File: src/rtl/core/assert_macros.svh
// Assertion helpers shared by the descriptor parser files.
`ifndef ASSERT_MACROS_SVH
`define ASSERT_MACROS_SVH

`ifndef SYNTHESIS

// Check on every clock edge outside reset.
`define ASSERT_RST(lbl, clk, rstn, prop, msg) \
  lbl: assert property (@(posedge clk) disable iff (!rstn) prop) else $error(msg);

// Check on every clock edge, reset included.
`define ASSERT_ALWAYS(lbl, clk, prop, msg) \
  lbl: assert property (@(posedge clk) prop) else $error(msg);

`else

`define ASSERT_RST(lbl, clk, rstn, prop, msg)
`define ASSERT_ALWAYS(lbl, clk, prop, msg)

`endif

`endif

File: src/rtl/core/edp_pkg.sv
package edp_pkg;

  // Configuration register indexes
  localparam int unsigned CFG_IDX_W = 2;
  localparam logic [CFG_IDX_W-1:0] CFG_ES_TAG = 2'd0;
  localparam logic [CFG_IDX_W-1:0] CFG_DC_TAG = 2'd1;
  localparam logic [CFG_IDX_W-1:0] CFG_SI_TAG = 2'd2;

  localparam logic [7:0] ES_TAG_RST = 8'd3;
  localparam logic [7:0] DC_TAG_RST = 8'd4;
  localparam logic [7:0] SI_TAG_RST = 8'd5;

  // Result status codes
  localparam int unsigned ST_W = 2;
  localparam logic [ST_W-1:0] ST_OK   = 2'd0;
  localparam logic [ST_W-1:0] ST_BAD  = 2'd1;
  localparam logic [ST_W-1:0] ST_OVER = 2'd2;
  localparam logic [ST_W-1:0] ST_RSVD = 2'd3;

  // Descriptor byte masks
  localparam logic [7:0] LEN_MASK = 8'h7f;
  localparam int unsigned LEN_MORE_BIT = 7;
  localparam int unsigned DC_FIXED_BYTES = 13;

  // Stream word layout
  localparam int unsigned IN_TDATA_W  = 8;
  localparam int unsigned OUT_TDATA_W = 32;
  localparam int unsigned OT_LSB   = ST_W;
  localparam int unsigned IOFF_LSB = OT_LSB + 8;
  localparam int unsigned ILEN_LSB = IOFF_LSB + 8;
  localparam int unsigned PAD_LSB  = ILEN_LSB + 9;

  // Byte count field wide enough for the largest buffer (4096 bytes)
  localparam int unsigned CNT_W = 13;

  typedef struct packed {
    logic             bank;
    logic             ovf;
    logic [CNT_W-1:0] count;
  } job_t;

  typedef struct packed {
    logic valid;
    logic bank;
  } free_t;

endpackage

File: src/rtl/core/edp_ram.sv
module edp_ram #(
  parameter int unsigned WIDTH = 8,
  parameter int unsigned DEPTH = 512
) (
  input  logic                     clk_i,
  input  logic                     we_i,
  input  logic [$clog2(DEPTH)-1:0] waddr_i,
  input  logic [WIDTH-1:0]         wdata_i,
  input  logic                     re_i,
  input  logic [$clog2(DEPTH)-1:0] raddr_i,
  output logic [WIDTH-1:0]         rdata_o
);

  logic [WIDTH-1:0] mem_q [DEPTH];
  logic [WIDTH-1:0] rdata_q;

  always_ff @(posedge clk_i) begin
    if (we_i) begin
      mem_q[waddr_i] <= wdata_i;
    end
    if (re_i) begin
      rdata_q <= mem_q[raddr_i];
    end
  end

  assign rdata_o = rdata_q;

endmodule

File: src/rtl/core/edp_loader.sv
`include "assert_macros.svh"

module edp_loader #(
  parameter int unsigned BUFFER_BYTES = 256
) (
  input  logic                                  clk_i,
  input  logic                                  rst_ni,
  input  logic                                  s_tvalid_i,
  output logic                                  s_tready_o,
  input  logic [7:0]                            s_tdata_i,
  input  logic                                  s_tlast_i,
  output logic                                  wr_en_o,
  output logic [$clog2(BUFFER_BYTES):0]         wr_addr_o,
  output logic [7:0]                            wr_data_o,
  output logic                                  push_o,
  output edp_pkg::job_t                         job_o,
  input  edp_pkg::free_t                        free_i
);

  localparam int unsigned AW = $clog2(BUFFER_BYTES);
  localparam int unsigned CW = $clog2(BUFFER_BYTES + 1);

  logic [CW-1:0] count_q, count_d;
  logic          ovf_q, ovf_d;
  logic          bank_q;
  logic [1:0]    busy_q, busy_d;
  logic          accept;
  logic          room;

  assign s_tready_o = !busy_q[bank_q];
  assign accept     = s_tvalid_i && s_tready_o;
  assign room       = count_q < CW'(BUFFER_BYTES);

  assign wr_en_o   = accept && room;
  assign wr_addr_o = {bank_q, count_q[AW-1:0]};
  assign wr_data_o = s_tdata_i;

  always_comb begin
    count_d = count_q;
    ovf_d   = ovf_q;
    if (accept) begin
      if (room) begin
        count_d = count_q + CW'(1);
      end else begin
        ovf_d = 1'b1;
      end
    end
  end

  assign push_o      = accept && s_tlast_i;
  assign job_o.bank  = bank_q;
  assign job_o.ovf   = ovf_d;
  assign job_o.count = edp_pkg::CNT_W'(count_d);

  always_comb begin
    busy_d = busy_q;
    if (free_i.valid) begin
      busy_d[free_i.bank] = 1'b0;
    end
    if (push_o) begin
      busy_d[bank_q] = 1'b1;
    end
  end

  always_ff @(posedge clk_i or negedge rst_ni) begin
    if (!rst_ni) begin
      count_q <= '0;
      ovf_q   <= 1'b0;
      bank_q  <= 1'b0;
      busy_q  <= '0;
    end else begin
      busy_q <= busy_d;
      if (push_o) begin
        // close the atom: start the next one empty in the other bank
        count_q <= '0;
        ovf_q   <= 1'b0;
        bank_q  <= !bank_q;
      end else begin
        count_q <= count_d;
        ovf_q   <= ovf_d;
      end
    end
  end

  `ASSERT_RST(a_free_busy_bank, clk_i, rst_ni, free_i.valid |-> busy_q[free_i.bank], "bank freed while not in use")

endmodule

File: src/rtl/core/edp_job_queue.sv
`include "assert_macros.svh"

module edp_job_queue (
  input  logic          clk_i,
  input  logic          rst_ni,
  input  logic          push_i,
  input  edp_pkg::job_t job_i,
  input  logic          pop_i,
  output logic          valid_o,
  output edp_pkg::job_t job_o
);

  edp_pkg::job_t slot_q [2];
  logic       wr_ptr_q;
  logic       rd_ptr_q;
  logic [1:0] fill_q;

  assign valid_o = fill_q != 2'd0;
  assign job_o   = slot_q[rd_ptr_q];

  always_ff @(posedge clk_i) begin
    if (push_i) begin
      slot_q[wr_ptr_q] <= job_i;
    end
  end

  always_ff @(posedge clk_i or negedge rst_ni) begin
    if (!rst_ni) begin
      wr_ptr_q <= 1'b0;
      rd_ptr_q <= 1'b0;
      fill_q   <= '0;
    end else begin
      if (push_i) begin
        wr_ptr_q <= !wr_ptr_q;
      end
      if (pop_i) begin
        rd_ptr_q <= !rd_ptr_q;
      end
      if (push_i && !pop_i) begin
        fill_q <= fill_q + 2'd1;
      end else if (pop_i && !push_i) begin
        fill_q <= fill_q - 2'd1;
      end
    end
  end

  `ASSERT_RST(a_no_push_full, clk_i, rst_ni, push_i |-> (fill_q != 2'd2) || pop_i, "job pushed into a full queue")
  `ASSERT_ALWAYS(a_no_pop_empty, clk_i, pop_i |-> fill_q != 2'd0, "job popped from an empty queue")

endmodule

File: src/rtl/core/edp_parser.sv
`include "assert_macros.svh"

module edp_parser #(
  parameter int unsigned BUFFER_BYTES = 256
) (
  input  logic                                  clk_i,
  input  logic                                  rst_ni,
  input  logic                                  cfg_we_i,
  input  logic [edp_pkg::CFG_IDX_W-1:0]         cfg_idx_i,
  input  logic [7:0]                            cfg_data_i,
  input  logic                                  job_valid_i,
  input  edp_pkg::job_t                         job_i,
  output logic                                  job_pop_o,
  output logic                                  rd_en_o,
  output logic [$clog2(BUFFER_BYTES):0]         rd_addr_o,
  input  logic [7:0]                            rd_data_i,
  output edp_pkg::free_t                        free_o,
  output logic                                  m_tvalid_o,
  input  logic                                  m_tready_i,
  output logic [edp_pkg::OUT_TDATA_W-1:0]       m_tdata_o
);

  localparam int unsigned AW = $clog2(BUFFER_BYTES);
  localparam int unsigned LW = $clog2(BUFFER_BYTES + 2);
  localparam int unsigned VW = (LW > 9) ? LW : 9;

  typedef enum logic [3:0] {
    S_IDLE, S_HTAG, S_HLEN, S_HCHK, S_FLAGS, S_DEP, S_URL,
    S_OCR_A, S_OCR_B, S_OT, S_RESULT
  } state_e;

  typedef enum logic [1:0] {
    HK_ES, HK_DC, HK_SI
  } hdr_kind_e;

  state_e    state_q;
  hdr_kind_e kind_q;
  logic      bank_q;
  logic      rd_wait_q;
  logic [VW-1:0] pos_q, rem_q, len_q;
  logic [7:0]    tag_q;
  logic [2:0]    flags_q;   // dependence, URL, OCR
  logic          here_q;
  logic [edp_pkg::ST_W-1:0] status_q;
  logic [7:0]    ot_q;
  logic [VW-1:0] ioff_q, ilen_q;
  logic [7:0]    es_tag_q, dc_tag_q, si_tag_q;
  logic          m_valid_q;
  logic [edp_pkg::OUT_TDATA_W-1:0] m_data_q;

  logic [VW-1:0]   rd_off;
  logic [VW+6:0]   len_acc;
  logic [VW-1:0]   len_sat;
  logic [VW-1:0]   ulen;
  logic            ocr_skip;
  logic            out_free;
  logic            ok_res;
  logic [7:0]      ioff_clip;
  logic [8:0]      ilen_clip;
  logic [edp_pkg::OUT_TDATA_W-1:0] res_word;

  assign rd_off = ((state_q == S_FLAGS) || (state_q == S_OCR_B)) ? pos_q + VW'(2) : pos_q;
  assign rd_addr_o = {bank_q, rd_off[AW-1:0]};

  always_comb begin
    rd_en_o = 1'b0;
    if (!rd_wait_q) begin
      unique case (state_q)
        S_HTAG, S_HLEN: rd_en_o = rem_q != '0;
        S_FLAGS:        rd_en_o = rem_q >= VW'(3);
        S_OT:           rd_en_o = rem_q >= VW'(edp_pkg::DC_FIXED_BYTES);
        S_URL:          rd_en_o = flags_q[1] && (rem_q != '0);
        S_OCR_A:        rd_en_o = flags_q[0] && (rem_q != '0);
        S_OCR_B:        rd_en_o = rem_q > VW'(2);
        default:        rd_en_o = 1'b0;
      endcase
    end
  end

  // length groups: seven bits each, saturate just above the buffer size
  assign len_acc = {len_q, 7'b0} | (VW + 7)'(rd_data_i & edp_pkg::LEN_MASK);
  assign len_sat = (len_acc > (VW + 7)'(BUFFER_BYTES)) ? VW'(BUFFER_BYTES + 1)
                                                      : len_acc[VW-1:0];
  assign ulen = VW'(rd_data_i) + VW'(1);
  assign ocr_skip = !(here_q && !((rem_q > VW'(2)) && (rd_data_i == dc_tag_q)));

  assign out_free  = !m_valid_q || m_tready_i;
  assign job_pop_o = (state_q == S_IDLE) && job_valid_i;
  assign free_o.valid = (state_q == S_RESULT) && out_free;
  assign free_o.bank  = bank_q;

  assign ok_res    = status_q == edp_pkg::ST_OK;
  assign ioff_clip = (ioff_q > VW'(255)) ? 8'd255 : ioff_q[7:0];
  assign ilen_clip = (ilen_q > VW'(511)) ? 9'd511 : ilen_q[8:0];

  // result word: everything but the status stays zero unless the parse passed
  always_comb begin
    res_word = '0;
    res_word[edp_pkg::OT_LSB-1:0] = status_q;
    if (ok_res) begin
      res_word[edp_pkg::IOFF_LSB-1:edp_pkg::OT_LSB]   = ot_q;
      res_word[edp_pkg::ILEN_LSB-1:edp_pkg::IOFF_LSB] = ioff_clip;
      res_word[edp_pkg::PAD_LSB-1:edp_pkg::ILEN_LSB]  = ilen_clip;
    end
  end

  always_ff @(posedge clk_i or negedge rst_ni) begin
    if (!rst_ni) begin
      state_q   <= S_IDLE;
      rd_wait_q <= 1'b0;
      m_valid_q <= 1'b0;
      es_tag_q  <= edp_pkg::ES_TAG_RST;
      dc_tag_q  <= edp_pkg::DC_TAG_RST;
      si_tag_q  <= edp_pkg::SI_TAG_RST;
    end else begin
      if (free_o.valid) begin
        m_valid_q <= 1'b1;
      end else if (m_tready_i) begin
        m_valid_q <= 1'b0;
      end
      if (cfg_we_i) begin
        unique case (cfg_idx_i)
          edp_pkg::CFG_ES_TAG: es_tag_q <= cfg_data_i;
          edp_pkg::CFG_DC_TAG: dc_tag_q <= cfg_data_i;
          edp_pkg::CFG_SI_TAG: si_tag_q <= cfg_data_i;
          default: ;
        endcase
      end
      if (rd_en_o) begin
        rd_wait_q <= 1'b1;
      end

      unique case (state_q)
        S_IDLE: begin
          if (job_valid_i) begin
            bank_q   <= job_i.bank;
            pos_q    <= '0;
            rem_q    <= VW'(job_i.count);
            kind_q   <= HK_ES;
            ot_q     <= '0;
            ioff_q   <= '0;
            ilen_q   <= '0;
            if (job_i.ovf) begin
              status_q <= edp_pkg::ST_OVER;
              state_q  <= S_RESULT;
            end else begin
              status_q <= edp_pkg::ST_OK;
              state_q  <= S_HTAG;
            end
          end
        end
        S_HTAG: begin
          if (rem_q == '0) begin
            status_q <= edp_pkg::ST_BAD;
            state_q  <= S_RESULT;
          end else if (rd_wait_q) begin
            rd_wait_q <= 1'b0;
            tag_q     <= rd_data_i;
            pos_q     <= pos_q + VW'(1);
            rem_q     <= rem_q - VW'(1);
            len_q     <= '0;
            state_q   <= S_HLEN;
          end
        end
        S_HLEN: begin
          if (rem_q == '0) begin
            status_q <= edp_pkg::ST_BAD;
            state_q  <= S_RESULT;
          end else if (rd_wait_q) begin
            rd_wait_q <= 1'b0;
            pos_q     <= pos_q + VW'(1);
            rem_q     <= rem_q - VW'(1);
            len_q     <= len_sat;
            if (!rd_data_i[edp_pkg::LEN_MORE_BIT]) begin
              state_q <= S_HCHK;
            end
          end
        end
        S_HCHK: begin
          if (len_q > rem_q) begin
            status_q <= edp_pkg::ST_BAD;
            state_q  <= S_RESULT;
          end else begin
            unique case (kind_q)
              HK_ES: begin
                rem_q <= len_q;
                if (tag_q == es_tag_q) begin
                  state_q <= S_FLAGS;
                end else begin
                  status_q <= edp_pkg::ST_BAD;
                  state_q  <= S_RESULT;
                end
              end
              HK_DC: begin
                rem_q <= len_q;
                if (tag_q == dc_tag_q) begin
                  state_q <= S_OT;
                end else begin
                  status_q <= edp_pkg::ST_BAD;
                  state_q  <= S_RESULT;
                end
              end
              default: begin
                ioff_q  <= pos_q;
                ilen_q  <= len_q;
                state_q <= S_RESULT;
                if (tag_q != si_tag_q) begin
                  status_q <= edp_pkg::ST_BAD;
                end
              end
            endcase
          end
        end
        S_FLAGS: begin
          // skip the ES_ID, read the flags byte
          if (rem_q < VW'(3)) begin
            status_q <= edp_pkg::ST_BAD;
            state_q  <= S_RESULT;
          end else if (rd_wait_q) begin
            rd_wait_q <= 1'b0;
            flags_q   <= rd_data_i[7:5];
            pos_q     <= pos_q + VW'(3);
            rem_q     <= rem_q - VW'(3);
            state_q   <= S_DEP;
          end
        end
        S_DEP: begin
          if (flags_q[2]) begin
            if (rem_q < VW'(2)) begin
              status_q <= edp_pkg::ST_BAD;
              state_q  <= S_RESULT;
            end else begin
              pos_q   <= pos_q + VW'(2);
              rem_q   <= rem_q - VW'(2);
              state_q <= S_URL;
            end
          end else begin
            state_q <= S_URL;
          end
        end
        S_URL: begin
          if (!flags_q[1]) begin
            state_q <= S_OCR_A;
          end else if (rem_q == '0) begin
            status_q <= edp_pkg::ST_BAD;
            state_q  <= S_RESULT;
          end else if (rd_wait_q) begin
            rd_wait_q <= 1'b0;
            if (ulen > rem_q) begin
              status_q <= edp_pkg::ST_BAD;
              state_q  <= S_RESULT;
            end else begin
              pos_q   <= pos_q + ulen;
              rem_q   <= rem_q - ulen;
              state_q <= S_OCR_A;
            end
          end
        end
        S_OCR_A: begin
          if (!flags_q[0]) begin
            kind_q  <= HK_DC;
            state_q <= S_HTAG;
          end else if (rem_q == '0) begin
            here_q  <= 1'b0;
            state_q <= S_OCR_B;
          end else if (rd_wait_q) begin
            rd_wait_q <= 1'b0;
            here_q    <= rd_data_i == dc_tag_q;
            state_q   <= S_OCR_B;
          end
        end
        S_OCR_B: begin
          // decide whether the OCR id is present once the later byte is in
          if ((rem_q <= VW'(2)) || rd_wait_q) begin
            rd_wait_q <= 1'b0;
            kind_q    <= HK_DC;
            if (!ocr_skip) begin
              state_q <= S_HTAG;
            end else if (rem_q < VW'(2)) begin
              status_q <= edp_pkg::ST_BAD;
              state_q  <= S_RESULT;
            end else begin
              pos_q   <= pos_q + VW'(2);
              rem_q   <= rem_q - VW'(2);
              state_q <= S_HTAG;
            end
          end
        end
        S_OT: begin
          if (rem_q < VW'(edp_pkg::DC_FIXED_BYTES)) begin
            status_q <= edp_pkg::ST_BAD;
            state_q  <= S_RESULT;
          end else if (rd_wait_q) begin
            rd_wait_q <= 1'b0;
            ot_q      <= rd_data_i;
            pos_q     <= pos_q + VW'(edp_pkg::DC_FIXED_BYTES);
            rem_q     <= rem_q - VW'(edp_pkg::DC_FIXED_BYTES);
            kind_q    <= HK_SI;
            if (rem_q == VW'(edp_pkg::DC_FIXED_BYTES)) begin
              state_q <= S_RESULT;
            end else begin
              state_q <= S_HTAG;
            end
          end
        end
        S_RESULT: begin
          if (out_free) begin
            m_data_q <= res_word;
            state_q  <= S_IDLE;
          end
        end
        default: state_q <= S_IDLE;
      endcase
    end
  end

  assign m_tvalid_o = m_valid_q;
  assign m_tdata_o  = m_data_q;

  `ASSERT_RST(a_status_legal, clk_i, rst_ni, m_valid_q |-> m_data_q[edp_pkg::ST_W-1:0] != edp_pkg::ST_RSVD, "reserved status code on output")
  `ASSERT_RST(a_fail_zero, clk_i, rst_ni, (m_valid_q && (m_data_q[edp_pkg::ST_W-1:0] != edp_pkg::ST_OK)) |-> m_data_q[edp_pkg::OUT_TDATA_W-1:edp_pkg::OT_LSB] == '0, "failed result carries data")
  `ASSERT_RST(a_result_frees, clk_i, rst_ni, free_o.valid |=> m_valid_q, "bank freed without a result")

endmodule

File: src/rtl/core/es_descriptor_parser.sv
// Channel   Dir  Handshake                     Contents
// s_axis    in   s_axis_tvalid/s_axis_tready   one atom byte per word, tlast on the final byte
// m_axis    out  m_axis_tvalid/m_axis_tready   one parse result per atom
// cfg       in   cfg_we_i (no back-pressure)   es_tag, decoder_config_tag, specific_info_tag
//
// Bytes load at one word per cycle into one of two buffer banks; the word
// with tlast closes the atom and queues it for parsing while loading
// carries on in the other bank. The parser reads the bytes it needs one at
// a time (single read port, registered read), with no new read until the
// previous byte is in; a result waits while the result register is full.
// Input stalls while the bank to load next still holds an atom whose result
// has not yet entered the result register; that register holds a finished
// word while the parser starts on the next atom.
// Reset clears control state and restores the tag registers; the buffer
// is not cleared and needs no clearing pass.
module es_descriptor_parser #(
  parameter int unsigned BUFFER_BYTES = 256
) (
  input  logic                                  clk_i,
  input  logic                                  rst_ni,
  // configuration
  input  logic                                  cfg_we_i,
  input  logic [edp_pkg::CFG_IDX_W-1:0]         cfg_idx_i,
  input  logic [7:0]                            cfg_data_i,
  // atom bytes
  input  logic                                  s_axis_tvalid,
  output logic                                  s_axis_tready,
  input  logic [edp_pkg::IN_TDATA_W-1:0]        s_axis_tdata,  // [7:0] data_byte
  input  logic                                  s_axis_tlast,  // last_byte
  // results
  output logic                                  m_axis_tvalid,
  input  logic                                  m_axis_tready,
  // [1:0] status, [9:2] object_type, [17:10] info_offset,
  // [26:18] info_length, [31:27] zero
  output logic [edp_pkg::OUT_TDATA_W-1:0]       m_axis_tdata
);

  localparam int unsigned AW        = $clog2(BUFFER_BYTES);
  localparam int unsigned RAM_DEPTH = 2 * (2 ** AW);

  logic           wr_en;
  logic [AW:0]    wr_addr;
  logic [7:0]     wr_data;
  logic           rd_en;
  logic [AW:0]    rd_addr;
  logic [7:0]     rd_data;
  logic           push;
  edp_pkg::job_t  push_job;
  logic           pop;
  logic           job_valid;
  edp_pkg::job_t  job;
  edp_pkg::free_t free;

  // front: store bytes, close atoms into jobs
  edp_loader #(
    .BUFFER_BYTES(BUFFER_BYTES)
  ) u_loader (
    .clk_i      (clk_i),
    .rst_ni     (rst_ni),
    .s_tvalid_i (s_axis_tvalid),
    .s_tready_o (s_axis_tready),
    .s_tdata_i  (s_axis_tdata),
    .s_tlast_i  (s_axis_tlast),
    .wr_en_o    (wr_en),
    .wr_addr_o  (wr_addr),
    .wr_data_o  (wr_data),
    .push_o     (push),
    .job_o      (push_job),
    .free_i     (free)
  );

  // two banks of atom bytes, bank select in the top address bit
  edp_ram #(
    .WIDTH(8),
    .DEPTH(RAM_DEPTH)
  ) u_ram (
    .clk_i   (clk_i),
    .we_i    (wr_en),
    .waddr_i (wr_addr),
    .wdata_i (wr_data),
    .re_i    (rd_en),
    .raddr_i (rd_addr),
    .rdata_o (rd_data)
  );

  // hold closed atoms until the parser takes them
  edp_job_queue u_queue (
    .clk_i   (clk_i),
    .rst_ni  (rst_ni),
    .push_i  (push),
    .job_i   (push_job),
    .pop_i   (pop),
    .valid_o (job_valid),
    .job_o   (job)
  );

  // back: walk the stored atom and emit the result word
  edp_parser #(
    .BUFFER_BYTES(BUFFER_BYTES)
  ) u_parser (
    .clk_i       (clk_i),
    .rst_ni      (rst_ni),
    .cfg_we_i    (cfg_we_i),
    .cfg_idx_i   (cfg_idx_i),
    .cfg_data_i  (cfg_data_i),
    .job_valid_i (job_valid),
    .job_i       (job),
    .job_pop_o   (pop),
    .rd_en_o     (rd_en),
    .rd_addr_o   (rd_addr),
    .rd_data_i   (rd_data),
    .free_o      (free),
    .m_tvalid_o  (m_axis_tvalid),
    .m_tready_i  (m_axis_tready),
    .m_tdata_o   (m_axis_tdata)
  );

endmodule

File: config.mk
export PLATFORM = sky130hd
export DESIGN_NAME = es_descriptor_parser
export DESIGN_NICKNAME = d
export VERILOG_FILES = /design/src/rtl/core/edp_pkg.sv /design/src/rtl/core/edp_ram.sv /design/src/rtl/core/edp_loader.sv /design/src/rtl/core/edp_job_queue.sv /design/src/rtl/core/edp_parser.sv /design/src/rtl/core/es_descriptor_parser.sv
export VERILOG_INCLUDE_DIRS = /design/src /design/src/rtl/core
export SDC_FILE = /design/constraint.sdc
export NUM_CORES = 2
export LEC_CHECK = 0
export BUFFER_PORTS_ARGS = -buffer_cell sky130_fd_sc_hd__buf_2
export CELL_PAD_IN_SITES_DETAIL_PLACEMENT = 2
export CELL_PAD_IN_SITES_GLOBAL_PLACEMENT = 2
export CORE_UTILIZATION = 50
export DETAILED_ROUTE_END_ITERATION = 8
export PLACE_DENSITY_LB_ADDON = 0.2
export SETUP_SLACK_MARGIN = 0.1
export SYNTH_ARGS = -nofsm -noshare
export SYNTH_HDL_FRONTEND = slang
export SYNTH_HIERARCHICAL = 1
export SYNTH_MEMORY_MAX_BITS = 65536
export SYNTH_SLANG_ARGS = --single-unit
File: constraint.sdc
create_clock -name clk_i -period 4.4 [get_ports clk_i]
set_clock_uncertainty 0.1 [all_clocks]
set_input_delay 0.44 -clock clk_i [delete_from_list [all_inputs] [get_ports clk_i]]
set_output_delay 0.44 -clock clk_i [all_outputs]
set_load 0.02 [all_outputs]
==> summary.txt, run 1 <==
Placement
  • DP Wirelength: 407000 um
  • Port Buffers: 52
  • Routability congestion estimate: 0.922

Die
  • Chip height: around 600 um
  • Die X: 586 um
  • I/O pin cnt: 58
  • Rows: 213
  • Starting Density: 0.504

Synthesis
  • Ys Warns: 6
  • Syn Std Cell Area: between 150000 and 200000 um2
  • Avg Inst Size Synth: 18.9 um2
  • Cells after synthesis: 9016

Outcome
  • First error: [ERROR DPL-0033] detailed placement checks failed during check placement.
  • Stop stage: detailed placement (3_5_place_dp)
  • Status: did not finish
metrics by stage:
| stage | setup slack [ns] | std cells |
|---|---|---|
| floorplan | 0.736 | 9020 |
| global placement | -0.454 | 13600 |
==> run 2: changes to the inputs <==
--- a/config.mk
+++ b/config.mk
@@ -7,12 +7,9 @@
 export NUM_CORES = 2
 export LEC_CHECK = 0
 export BUFFER_PORTS_ARGS = -buffer_cell sky130_fd_sc_hd__buf_2
-export CELL_PAD_IN_SITES_DETAIL_PLACEMENT = 2
-export CELL_PAD_IN_SITES_GLOBAL_PLACEMENT = 2
-export CORE_UTILIZATION = 50
+export CORE_UTILIZATION = 40
 export DETAILED_ROUTE_END_ITERATION = 8
-export PLACE_DENSITY_LB_ADDON = 0.2
-export SETUP_SLACK_MARGIN = 0.1
+export PLACE_DENSITY_LB_ADDON = 0.15
 export SYNTH_ARGS = -nofsm -noshare
 export SYNTH_HDL_FRONTEND = slang
 export SYNTH_HIERARCHICAL = 1
==> run 2 against run 1 <==
The flow now finishes, with violations (design-rule violations). Synthesized cell count unchanged. Area after synthesis stayed put.
==> summary.txt, run 2 <==
Outcome
  • Status: complete, but fails checks
  • Failing checks: design-rule violations

Power and ir drop
  • Leakage: 64.0 nW
  • Peak supply drop: 0.849 mV
  • Pwr per Cell Area: 668 nW/um2

Run
  • Max-cap violations: 0

Timing
  • Final max-slew violation count: 0
  • Max frequency: 0.230 GHz
  • Worst slew pin tran: 1.23 ns
  • Final min period: ~4.4 ns
  • Final Hold Fails: 0
  • Max transition margin: 0.174
  • Setup violators final: 0
  • Fin crit share: 0.989
  • Sum Neg Setup Slack: 0 ns
  • Hold WS: 0.159 ns

Die
  • Die X: 654 um (+12%)
  • Starting Density: 0.402 (-0.102)
  • Core Area: 424000 um2
  • Chip height: 654 um (+12%)
  • I/O pin cnt: 58 (unchanged)
  • Die area: 428000 um2
  • Rows: 239 (+12%)

Drt
  • 1st-iter DRT viols: 10100
  • DR WL/cell: 30.3 um
  • Vias per cell: 5.76
  • DRT antenna net count: 0
  • # DRC: 26
  • Vias: 91200
  • Total iterations of the first detailed-routing run: 8
  • Drt total wl: 480000 um

Finish
  • Most frequent cells in the layout: edfxtp_1 (4223), mux2i_1 (802), buf_4 (694), mux4_2 (654), nor2_1 (651)
  • Nets: 9866
  • Most common cell after layout, fill and taps aside: edfxtp_1
  • Max reg flops: 4096
  • Sequential cell area: 128000 um2
  • Area of the multi-input gates: 39800 um2
  • Syn-to-layout area delta: 16.3%
  • Fillers: 35400
  • Largest Register: u_ram/mem_q
  • Fraction of layout cells with a size suffix above 1: 0.234

Clock network
  • Clock-pin transition on the worst setup and hold timing paths: 0.06 ns
  • CTS root buf: clkbuf_16
  • Clk sinks: 4270
  • CTS tree: built
  • TritonCTS buffer count: 442
  • Htree depth: 5
  • Worst skew pair latency: 0.99 ns
  • CTS Buffer Depth: 4

Critical path
  • Critical path fanouts, max: 24
  • Crit end category: flop
  • Type of origin of the critical path: flop
  • Critical Path RT: 5.04 ns
  • Setup Crit Path Kind: reg -> reg
  • CP Data Arrival Time: 4.99 ns

Synthesis
  • Syn Std Cell Area: 170000 um2 (unchanged)
  • Cells after synthesis: 9016 (unchanged)
  • Avg Inst Size Synth: 18.9 um2 (unchanged)
  • Ys Warns: 6 (unchanged)

Global route
  • Pin count of the biggest net entering global routing: 119
  • Tot GR Track Use: 0.220
  • First-pass GRT wire length: 680000 um
  • Vias in the first global route: 90900
  • Initial antenna violation count: 31
  • Grt total ovfl: 0

Placement
  • DP Wirelength: 306000 um (-25%)
  • Routability congestion estimate: 0.919 (-0.41%)
  • Port Buffers: 52 (unchanged)

Worst hold path
  • Type of the most critical hold path: in -> reg
==> run 2: report_power, final <==
part	internal, mW	switching [mW]
sequential	45.4	0.536
clock	21.4	15.7
combinational	19.9	29.5
==> run 2: worst paths after layout <==
| path | slack (ns) | cells past startpoint | from | end |
|---|---|---|---|---|
| worst max-delay path | 0.05 | 17 | u_parser/state_q[1] | u_ram/rdata_o[7] |
| worst min register to register | 0.37 | 1 | u_queue/fill_q[1] | u_queue/fill_q[1] |
| worst max register to register | 0.05 | 17 | u_parser/state_q[1] | u_ram/rdata_o[7] |
| min in group asynchronous | 0.52 | 4 | rst_ni | u_parser/si_tag_q[1] |
| worst min-delay path | 0.16 | 3 | cfg_data_i[1] | u_parser/si_tag_q[1] |
| max in group asynchronous | 3.32 | 4 | rst_ni | u_loader/count_q[5] |
==> run 2: final cells by class <==
class	count	area share
diodes	9	0.000114
clock buffers	557	0.0586
clock inverters	258	0.0135
inverters	42	0.000834
multi-input cells	4126	0.201
flip-flops and latches	4270	0.646
well taps	5663	0.0358
repair buffers	920	0.0440
==> run 2: repair_timing <==
item,CTS,global route
hold buffers,30,0
endpoints found under the setup margin,8,8
gates cloned,0,2
buffers inserted,2,8
gates resized for setup,74,92
hold endpoints to repair,632,0
pin swaps,4,24
==> run 2: stage by stage <==
stage	utilization	instances	area [um2]	setup slack [ns]	power [mW]
floorplan	-	9020	170000	0.736	74.2
global placement	0.431	15000	183000	-0.643	94.8
detailed placement	0.431	15000	183000	-0.631	94.9
CTS	0.466	15800	197000	0.00578	132
global route	0.468	15800	198000	-0.0138	137
finish	0.468	15800	198000	0.0495	132
==> run 2: per-layer routing <==
metal | part of all wire | wire length (um) | track usage | vias to the layer above
met3 | 0.066 | 31800 | 0.0307 | 651
met4 | 0.025 | 12100 | 0.0517 | 4
met5 | 0.000056 | 27 | 0 | -
met1 | 0.44 | 210000 | 0.319 | 48500
met2 | 0.47 | 226000 | 0.351 | 3445
li1 | - | - | - | 38700
==> run 2: critical path: stages (launching register included) <==
cell,delay (ns)
dfrtp_1,0.41
or4b_2,0.69
nand2_1,0.15
nand2_1,0.11
nand2_4,0.10
nand2b_4,0.17
buf_12,0.22
buf_4,0.24
buf_12,0.22
buf_4,0.21
o221ai_1,0.17
o22ai_1,0.25
buf_4,0.20
a22oi_1,0.08
nand2_2,0.18
o21ai_4,0.11
buf_4,0.18
o2111a_1,0.23
Note: power is estimated with default switching activity, not from simulation.
